## src/rtl/ssme_pkg.sv

```systemverilog
`default_nettype none

package ssme_pkg;

   // bits of each share; all but the top bit feed the carry tree
   localparam int SHARE_WIDTH = 64;

   // fixed width of a share field on the request stream
   localparam int FIELD_WIDTH = 64;
   localparam int REQ_DATA_WIDTH = 2 * FIELD_WIDTH;
   localparam int RSP_DATA_WIDTH = 8;

   localparam int TREE_LEVELS = $clog2(SHARE_WIDTH);
   localparam int LEVELS_PER_STAGE = 2;
   // index of the last register stage, stage 0 holds the generate/propagate shares
   localparam int PIPE_LAST = (TREE_LEVELS + LEVELS_PER_STAGE - 1) / LEVELS_PER_STAGE;

   localparam int CSR_ADDR_WIDTH = 5;
   localparam int CSR_DATA_WIDTH = 32;
   localparam int CSR_INDEX_WIDTH = CSR_ADDR_WIDTH - 2;

   typedef logic [CSR_INDEX_WIDTH-1:0] csr_index_type;

   localparam csr_index_type CSR_TRIPLE_A_FIRST  = 3'd0;
   localparam csr_index_type CSR_TRIPLE_B_FIRST  = 3'd1;
   localparam csr_index_type CSR_TRIPLE_C_FIRST  = 3'd2;
   localparam csr_index_type CSR_TRIPLE_A_SECOND = 3'd3;
   localparam csr_index_type CSR_TRIPLE_B_SECOND = 3'd4;
   localparam csr_index_type CSR_TRIPLE_C_SECOND = 3'd5;

   typedef struct packed {
      logic a_first;
      logic b_first;
      logic c_first;
      logic a_second;
      logic b_second;
      logic c_second;
   } triple_type;

   // live node count after a given number of tree levels
   function automatic int nodes_at(input int level);
      int n;
      int i;
      n = SHARE_WIDTH;
      for (i = 0; i < level; i++) begin
         n = (n + 1) / 2;
      end
      return n;
   endfunction

endpackage

`default_nettype wire

```

## src/rtl/shared_sum_msb_extract_core.sv

```systemverilog
// Takes two additive shares of a 64-bit value per beat and returns two XOR shares of the top
// bit of their sum. Every AND of the carry tree is a Boolean Beaver multiply using the fixed
// triple held in the six one-bit registers (byte addresses 0x00..0x14, bit 0 only), which must
// be written while no beat is in flight. One beat is accepted per cycle unless rsp_tready is low
// with a full pipeline; a result passes one register for the generate/propagate shares,
// then one register per two carry-tree levels over the six levels. req_tready follows
// rsp_tready combinationally through the stage valid bits, so bubbles are squeezed out.
`default_nettype none

module shared_sum_msb_extract_core (
   input  logic                                 clock,
   input  logic                                 reset,
   input  logic                                 req_tvalid,
   output logic                                 req_tready,
   // [63:0] share_first, [127:64] share_second
   input  logic [ssme_pkg::REQ_DATA_WIDTH-1:0]  req_tdata,
   output logic                                 rsp_tvalid,
   input  logic                                 rsp_tready,
   // [0] msb_share_first, [1] msb_share_second, [7:2] zero
   output logic [ssme_pkg::RSP_DATA_WIDTH-1:0]  rsp_tdata,
   input  logic                                 csr_psel,
   input  logic                                 csr_penable,
   input  logic                                 csr_pwrite,
   input  logic [ssme_pkg::CSR_ADDR_WIDTH-1:0]  csr_paddr,
   input  logic [ssme_pkg::CSR_DATA_WIDTH-1:0]  csr_pwdata,
   output logic [ssme_pkg::CSR_DATA_WIDTH-1:0]  csr_prdata,
   output logic                                 csr_pready
);

   import ssme_pkg::*;

   localparam int W = SHARE_WIDTH;

   // ---------------------------------------------------------------- registers
   triple_type    triple_ff;
   triple_type    triple_in;
   logic          csr_write;
   csr_index_type csr_index;

   assign csr_pready = 1'b1;
   assign csr_write  = csr_psel & csr_penable & csr_pwrite & csr_pready;
   assign csr_index  = csr_paddr[CSR_ADDR_WIDTH-1:2];

   always_comb begin
      triple_in = triple_ff;
      if (csr_write) begin
         unique case (csr_index)
            CSR_TRIPLE_A_FIRST:  triple_in.a_first  = csr_pwdata[0];
            CSR_TRIPLE_B_FIRST:  triple_in.b_first  = csr_pwdata[0];
            CSR_TRIPLE_C_FIRST:  triple_in.c_first  = csr_pwdata[0];
            CSR_TRIPLE_A_SECOND: triple_in.a_second = csr_pwdata[0];
            CSR_TRIPLE_B_SECOND: triple_in.b_second = csr_pwdata[0];
            CSR_TRIPLE_C_SECOND: triple_in.c_second = csr_pwdata[0];
            default: ;
         endcase
      end
   end

   always_comb begin
      csr_prdata = '0;
      unique case (csr_index)
         CSR_TRIPLE_A_FIRST:  csr_prdata[0] = triple_ff.a_first;
         CSR_TRIPLE_B_FIRST:  csr_prdata[0] = triple_ff.b_first;
         CSR_TRIPLE_C_FIRST:  csr_prdata[0] = triple_ff.c_first;
         CSR_TRIPLE_A_SECOND: csr_prdata[0] = triple_ff.a_second;
         CSR_TRIPLE_B_SECOND: csr_prdata[0] = triple_ff.b_second;
         CSR_TRIPLE_C_SECOND: csr_prdata[0] = triple_ff.c_second;
         default:             csr_prdata    = '0;
      endcase
   end

   always_ff @(posedge clock) begin
      if (reset) begin
         triple_ff <= '0;
      end else begin
         triple_ff <= triple_in;
      end
   end

   // ---------------------------------------------------------------- pipeline state
   logic [PIPE_LAST:0] valid_ff;
   logic [PIPE_LAST:0] valid_in;
   logic [W-1:0]       g1_ff [0:PIPE_LAST];
   logic [W-1:0]       g1_in [0:PIPE_LAST];
   logic [W-1:0]       g2_ff [0:PIPE_LAST];
   logic [W-1:0]       g2_in [0:PIPE_LAST];
   logic [W-1:0]       p1_ff [0:PIPE_LAST];
   logic [W-1:0]       p1_in [0:PIPE_LAST];
   logic [W-1:0]       p2_ff [0:PIPE_LAST];
   logic [W-1:0]       p2_in [0:PIPE_LAST];
   logic [PIPE_LAST:0] msb1_ff;
   logic [PIPE_LAST:0] msb1_in;
   logic [PIPE_LAST:0] msb2_ff;
   logic [PIPE_LAST:0] msb2_in;

   wire  [PIPE_LAST:0] stage_ready;
   wire  [PIPE_LAST:0] src_valid;
   wire  [W-1:0]       src_g1 [0:PIPE_LAST];
   wire  [W-1:0]       src_g2 [0:PIPE_LAST];
   wire  [W-1:0]       src_p1 [0:PIPE_LAST];
   wire  [W-1:0]       src_p2 [0:PIPE_LAST];
   wire  [PIPE_LAST:0] src_msb1;
   wire  [PIPE_LAST:0] src_msb2;

   // a stage takes a new beat when it is empty or its content moves on
   assign stage_ready[PIPE_LAST] = !valid_ff[PIPE_LAST] || rsp_tready;
   for (genvar k = 0; k < PIPE_LAST; k++) begin : g_ready
      assign stage_ready[k] = !valid_ff[k] || stage_ready[k+1];
   end

   assign req_tready = stage_ready[0];

   // ---------------------------------------------------------------- front end
   wire [FIELD_WIDTH-1:0] share_first;
   wire [FIELD_WIDTH-1:0] share_second;
   wire [W-1:0]           front_g1;
   wire [W-1:0]           front_g2;

   assign share_first  = req_tdata[FIELD_WIDTH-1:0];
   assign share_second = req_tdata[2*FIELD_WIDTH-1:FIELD_WIDTH];

   // node 0 is the carry in, node i+1 holds bit i
   assign front_g1[0] = 1'b0;
   assign front_g2[0] = 1'b0;
   for (genvar i = 0; i < W - 1; i++) begin : g_front
      ssme_beaver_and u_gen (
         .triple   (triple_ff),
         .x_first  (share_first[i]),
         .y_first  (1'b0),
         .x_second (1'b0),
         .y_second (share_second[i]),
         .r_first  (front_g1[i+1]),
         .r_second (front_g2[i+1])
      );
   end

   assign src_valid[0] = req_tvalid;
   assign src_g1[0]    = front_g1;
   assign src_g2[0]    = front_g2;
   assign src_p1[0]    = {share_first[W-2:0], 1'b0};
   assign src_p2[0]    = {share_second[W-2:0], 1'b0};
   assign src_msb1[0]  = share_first[W-1];
   assign src_msb2[0]  = share_second[W-1];

   // ---------------------------------------------------------------- carry tree
   wire [W-1:0] lvl_g1 [1:TREE_LEVELS];
   wire [W-1:0] lvl_g2 [1:TREE_LEVELS];
   wire [W-1:0] lvl_p1 [1:TREE_LEVELS];
   wire [W-1:0] lvl_p2 [1:TREE_LEVELS];

   for (genvar lv = 1; lv <= TREE_LEVELS; lv++) begin : g_level
      localparam int N_IN      = nodes_at(lv - 1);
      localparam int N_OUT     = nodes_at(lv);
      localparam int PAIRS     = (N_IN - 2) / 2;
      localparam int SRC_STAGE = (lv - 1) / LEVELS_PER_STAGE;

      wire [W-1:0] in_g1;
      wire [W-1:0] in_g2;
      wire [W-1:0] in_p1;
      wire [W-1:0] in_p2;
      wire         c0_first;
      wire         c0_second;

      if ((lv - 1) % LEVELS_PER_STAGE == 0) begin : g_from_reg
         assign in_g1 = g1_ff[SRC_STAGE];
         assign in_g2 = g2_ff[SRC_STAGE];
         assign in_p1 = p1_ff[SRC_STAGE];
         assign in_p2 = p2_ff[SRC_STAGE];
      end else begin : g_from_level
         assign in_g1 = lvl_g1[lv-1];
         assign in_g2 = lvl_g2[lv-1];
         assign in_p1 = lvl_p1[lv-1];
         assign in_p2 = lvl_p2[lv-1];
      end

      // carry node folds in its upper neighbor; propagate share first
      ssme_beaver_and u_carry (
         .triple   (triple_ff),
         .x_first  (in_p1[1]),
         .y_first  (in_g1[0]),
         .x_second (in_p2[1]),
         .y_second (in_g2[0]),
         .r_first  (c0_first),
         .r_second (c0_second)
      );
      assign lvl_g1[lv][0] = c0_first ^ in_g1[1];
      assign lvl_g2[lv][0] = c0_second ^ in_g2[1];
      assign lvl_p1[lv][0] = 1'b0;
      assign lvl_p2[lv][0] = 1'b0;

      for (genvar k = 1; k <= PAIRS; k++) begin : g_pair
         localparam int J = 2 * k;
         wire pg_first;
         wire pg_second;

         ssme_beaver_and u_gen (
            .triple   (triple_ff),
            .x_first  (in_p1[J+1]),
            .y_first  (in_g1[J]),
            .x_second (in_p2[J+1]),
            .y_second (in_g2[J]),
            .r_first  (pg_first),
            .r_second (pg_second)
         );
         assign lvl_g1[lv][k] = pg_first ^ in_g1[J+1];
         assign lvl_g2[lv][k] = pg_second ^ in_g2[J+1];

         ssme_beaver_and u_prop (
            .triple   (triple_ff),
            .x_first  (in_p1[J+1]),
            .y_first  (in_p1[J]),
            .x_second (in_p2[J+1]),
            .y_second (in_p2[J]),
            .r_first  (lvl_p1[lv][k]),
            .r_second (lvl_p2[lv][k])
         );
      end

      // odd count: top node passes through
      if (N_IN % 2 == 1) begin : g_odd
         assign lvl_g1[lv][N_OUT-1] = in_g1[N_IN-1];
         assign lvl_g2[lv][N_OUT-1] = in_g2[N_IN-1];
         assign lvl_p1[lv][N_OUT-1] = in_p1[N_IN-1];
         assign lvl_p2[lv][N_OUT-1] = in_p2[N_IN-1];
      end

      for (genvar k = N_OUT; k < W; k++) begin : g_unused
         assign lvl_g1[lv][k] = 1'b0;
         assign lvl_g2[lv][k] = 1'b0;
         assign lvl_p1[lv][k] = 1'b0;
         assign lvl_p2[lv][k] = 1'b0;
      end
   end

   for (genvar k = 1; k <= PIPE_LAST; k++) begin : g_stage_src
      localparam int LV = (k * LEVELS_PER_STAGE < TREE_LEVELS) ?
                          k * LEVELS_PER_STAGE : TREE_LEVELS;
      assign src_valid[k] = valid_ff[k-1];
      assign src_g1[k]    = lvl_g1[LV];
      assign src_g2[k]    = lvl_g2[LV];
      assign src_p1[k]    = lvl_p1[LV];
      assign src_p2[k]    = lvl_p2[LV];
      assign src_msb1[k]  = msb1_ff[k-1];
      assign src_msb2[k]  = msb2_ff[k-1];
   end

   // ---------------------------------------------------------------- stage registers
   always_comb begin
      for (int k = 0; k <= PIPE_LAST; k++) begin
         valid_in[k] = valid_ff[k];
         g1_in[k]    = g1_ff[k];
         g2_in[k]    = g2_ff[k];
         p1_in[k]    = p1_ff[k];
         p2_in[k]    = p2_ff[k];
         msb1_in[k]  = msb1_ff[k];
         msb2_in[k]  = msb2_ff[k];
         if (stage_ready[k]) begin
            valid_in[k] = src_valid[k];
            g1_in[k]    = src_g1[k];
            g2_in[k]    = src_g2[k];
            p1_in[k]    = src_p1[k];
            p2_in[k]    = src_p2[k];
            msb1_in[k]  = src_msb1[k];
            msb2_in[k]  = src_msb2[k];
         end
      end
   end

   always_ff @(posedge clock) begin
      if (reset) begin
         valid_ff <= '0;
      end else begin
         valid_ff <= valid_in;
      end
   end

   always_ff @(posedge clock) begin
      g1_ff   <= g1_in;
      g2_ff   <= g2_in;
      p1_ff   <= p1_in;
      p2_ff   <= p2_in;
      msb1_ff <= msb1_in;
      msb2_ff <= msb2_in;
   end

   // ---------------------------------------------------------------- result
   assign rsp_tvalid = valid_ff[PIPE_LAST];
   assign rsp_tdata  = {{(RSP_DATA_WIDTH - 2){1'b0}},
                        msb2_ff[PIPE_LAST] ^ g2_ff[PIPE_LAST][0],
                        msb1_ff[PIPE_LAST] ^ g1_ff[PIPE_LAST][0]};

   // ---------------------------------------------------------------- assertions
   a_accept_lands: assert property (@(posedge clock) disable iff (reset)
      req_tvalid && req_tready |=> valid_ff[0])
      else $error("accepted request beat did not reach the first stage");

   a_stall_holds: assert property (@(posedge clock) disable iff (reset)
      valid_ff[0] && !stage_ready[0] |=> valid_ff[0] && $stable(g1_ff[0]) && $stable(g2_ff[0]))
      else $error("stalled first stage lost or changed its beat");

   a_drain_empties: assert property (@(posedge clock) disable iff (reset)
      rsp_tvalid && rsp_tready && !valid_ff[PIPE_LAST-1] |=> !rsp_tvalid)
      else $error("result beat repeated after it was taken");

   a_csr_write: assert property (@(posedge clock) disable iff (reset)
      csr_write && csr_index == CSR_TRIPLE_C_SECOND |=> triple_ff.c_second == $past(csr_pwdata[0]))
      else $error("triple register write not applied");

endmodule

`default_nettype wire

```

## src/rtl/ssme_beaver_and.sv

```systemverilog
`default_nettype none

module ssme_beaver_and (
   input  ssme_pkg::triple_type triple,
   input  logic                 x_first,
   input  logic                 y_first,
   input  logic                 x_second,
   input  logic                 y_second,
   output logic                 r_first,
   output logic                 r_second
);

   logic e;
   logic f;

   // masked openings of both operands
   assign e = x_first ^ triple.a_first ^ x_second ^ triple.a_second;
   assign f = y_first ^ triple.b_first ^ y_second ^ triple.b_second;

   assign r_first  = (e & f) ^ (f & triple.a_first) ^ (e & triple.b_first) ^ triple.c_first;
   assign r_second = (f & triple.a_second) ^ (e & triple.b_second) ^ triple.c_second;

endmodule

`default_nettype wire

```

## config.mk

```make
export PLATFORM = sky130hd
export DESIGN_NAME = shared_sum_msb_extract_core
export DESIGN_NICKNAME = d
export VERILOG_FILES = /design/src/rtl/ssme_pkg.sv /design/src/rtl/shared_sum_msb_extract_core.sv /design/src/rtl/ssme_beaver_and.sv
export SDC_FILE = /design/constraint.sdc
export NUM_CORES = 1
export LEC_CHECK = 0
export BUFFER_PORTS_ARGS = -buffer_cell sky130_fd_sc_hd__buf_2
export CORE_ASPECT_RATIO = 0.7
export CORE_UTILIZATION = 55
export DETAILED_ROUTE_END_ITERATION = 12
export PLACE_DENSITY = 0.77
export SLEW_MARGIN = 5
export SYNTH_ARGS = -nofsm -noshare
export SYNTH_HDL_FRONTEND = slang
export SYNTH_SLANG_ARGS = --single-unit
```

## constraint.sdc

```tcl
create_clock -name clock -period 6.5 [get_ports clock]
set_clock_uncertainty 0.1 [all_clocks]
set_input_delay 0 -clock clock [delete_from_list [all_inputs] [get_ports clock]]
set_output_delay 0 -clock clock [all_outputs]
set_load 0.05 [all_outputs]
```

==> flow_summary.yaml <==
die:
  rows: 63
  dieArea_sq_um: 44900
  io_pins: 215
  core-area_sq_um: 42900
  die_w_um: 253
  start_util_pct: 56.5
  fp.dieH_um: 178
final_layout:
  nNetsFinal: 2672
  final_cell_area_sq_um: 27900
  final_cell_mix: "797 x xnor2_1, 336 x edfxtp_1, 219 x nand2_1"
  mostFrequentLayoutCell: "xnor2_1"
  antennaDiodeCount: 0
  area_growth_pct: 15.1
  drive_gt1_share_pct: 10.7
  final_util_pct: 65.0
timing:
  setup_violations: 0
  fin_ws_ns: 2.45
  setup_tns_ns: 0
  drv_slew: 0
  rsz0062_at_grt: "false"
  min_period_ns: 4.05
  fmax_mhz: 247
  hold_violations: 0
  finalCritPeriodShare_pct: 62.4
  worst_pin_slew_ns: 1.22
  max_slew_margin_pct: 18.5
logic_synthesis:
  ys_types: 64
  synth_ff_type: "edfxtp_1"
  netlist.area_leader.share_pct: 41.7
  syn-cell-area_sq_um: 24200
  yosysTopAreaCell: "edfxtp_1"
  synth-compound-area-share_pct: 5.61
  synth_adder_area_share_pct: 0
  syn_inst: 2283
  synthTopCellsByArea: "edfxtp_1 42%, xnor2_1 29%, xor2_1 4.4%, nand2_1 3.4%, nor2_1 2.8%"
  synthMuxAreaShare_pct: 1.99
  synth_top_family_by_area: "XOR/XNOR gates"
  ys_ff_latch: 346
  synth-simple-area-share_pct: 10.1
  synth_edf_count: 336
  yosys_warnings: 0
  yosysSeqAreaShare_pct: 42.5
  synth_xor_area_share_pct: 36.2
  synth_area_per_cell_sq_um: 10.6
  synth-async-reset-ratio_pct: 0
clocking:
  cts_tree: "done"
  cts_num_sinks: 346
  clkTransAtPathRegs_ns: 0.06
  cts-root-buf: "clkbuf_16"
  clock_latency_ns: 0.55
  cts_buffer_depth: 3
  cts_inserted_buffers: 38
  htreeDepth: 2
status:
  status: "complete, no violations"
grt:
  track_usage_pct: 26.4
  grt_pass1_wl_um: 92500
  grt_overflow: 0
  grt_max_degree: 139
  antenna_found_initial: 0
  grt_pass1_vias: 17200
place:
  place_area_sq_um: 25300
  dpl_worst_slack_ns: 2.53
  gp_congestion: 0.910
  place_hpwl_um: 35900
  io_buffers: 143
drt:
  vias: 17000
  routed_wl_um: 58900
  drt-wirelength-per-cell_um: 18.9
  drt_iter0_drc: 1579
  dr.pass1.iters: 7
  route.detailed.drc: 0
  viasPerCell: 5.46
  ant_nets: 0
worst_setup_path:
  critPathRequiredTime_ns: 6.67
  worstPathArrival_ns: 4.23
  start_kind: "flip-flop"
  path_class: "flip-flop to flip-flop"
  end_kind: "flip-flop"
  crit_path_max_fanout: 42
  r2r_cells: 8
power:
  cellPowerDensity_nw_per_um2: 206
  leakage_uw: 0.00991
  peakVddDrop_v: 0.000160
job:
  cap_violations: 0
worst_hold_path:
  holdPathStages: 2
  hold_class: "input port to flip-flop"
==> what timing repair did <==
action / in CTS / in global routing
resized for setup: 0 / 0
hold buffers: 142 / 0
endpoints found under the hold margin: 266 / 0
buffers inserted: 0 / 0
==> final cells by class <==
cell class | instances | area, sq um
Inverter | 9 | 33.8
Clock buffer | 49 | 1010
Timing Repair Buffer | 316 | 2390
Sequential cell | 346 | 10300
Tap cell | 585 | 732
Multi-Input combinational cell | 1789 | 13200
Clock inverter | 17 | 154
Fill cell | 3216 | 15000
==> synth_stat cells (15+ instances only) <==
cell type  number
buf_1          34
edfxtp_1      336
mux2i_1        37
buf_2          31
clkbuf_1       69
xnor3_1        25
xor2_1        121
buf_4          41
o21ai_0        48
nor2_1        178
a21oi_1        67
nand3_1        28
nand4_1        17
or3_1          16
nand2b_1       15
o211ai_1       20
xnor2_1       801
nand2_1       220
==> stage by stage <==
step                power [uW]  cells  hold slack (ns)
global placement          3590   2903            0.111
CTS                       5760   3111           0.0784
detailed placement        3630   2903           0.0977
floorplan                 3420   2319         -0.00113
finish                    5740   3111           0.0816
global route              5940   3111           0.0910
==> kinds of logic (layout without fill, tap and decap cells) <==
family / count (synthesis) / in the layout
mux: 44 / 44
buf+inv: 184 / 391
compound gates: 211 / 211
other cells: 2 / 38
simple gates: 543 / 543
flops: 346 / 346
xor+xnor: 953 / 953
==> where the power goes <==
part,internal (uW),leakage (uW),switching (uW)
Clock,1190,0.000560,898
Combinational,489,0.00543,539
Sequential,2570,0.00392,59.0
Total,4250,0.00991,1500
==> sequential cells by signal, indices dropped and copies added (netlist names) <==
name,count
g_level.in_g1,83
g2_ff,1
g_level.in_g2,83
g_level.in_p1,80
g_level.in_p2,80
msb2_ff,4
g1_ff,1
msb1_ff,4
triple_ff,6
valid_ff,4
==> routing by layer <==
layer  up-vias  global-route usage [%]  routed length, um
li1       8026                       -                  -
met1      8210                    34.9              25000
met2       640                    44.3              28100
met3       124                    4.74               4360
met4         0                    8.38               1440
met5         -                       0                  0
==> worst paths after layout <==
path / endpoint / startpoint / slack (ns)
worst max register to register: g_level[3].in_p1[8] / triple_ff[5] / 2.45
worst min register to register: msb2_ff[3] / msb2_ff[2] / 0.32
worst min-delay path: msb1_ff[0] / req_tdata[63] / 0.08
worst max-delay path: g_level[3].in_p1[8] / triple_ff[5] / 2.45
==> worst max-delay path, stage by stage, from the launching register on <==
cell and delay, ns:
dfxtp_4 0.84, xnor2_2 0.25, buf_4 0.68, nor2_1 0.45
o21ai_0 0.24, o21ai_0 0.18, xnor2_1 0.58, mux4_2 0.32
nand4_1 0.12
(Power assumes the default switching activity.)
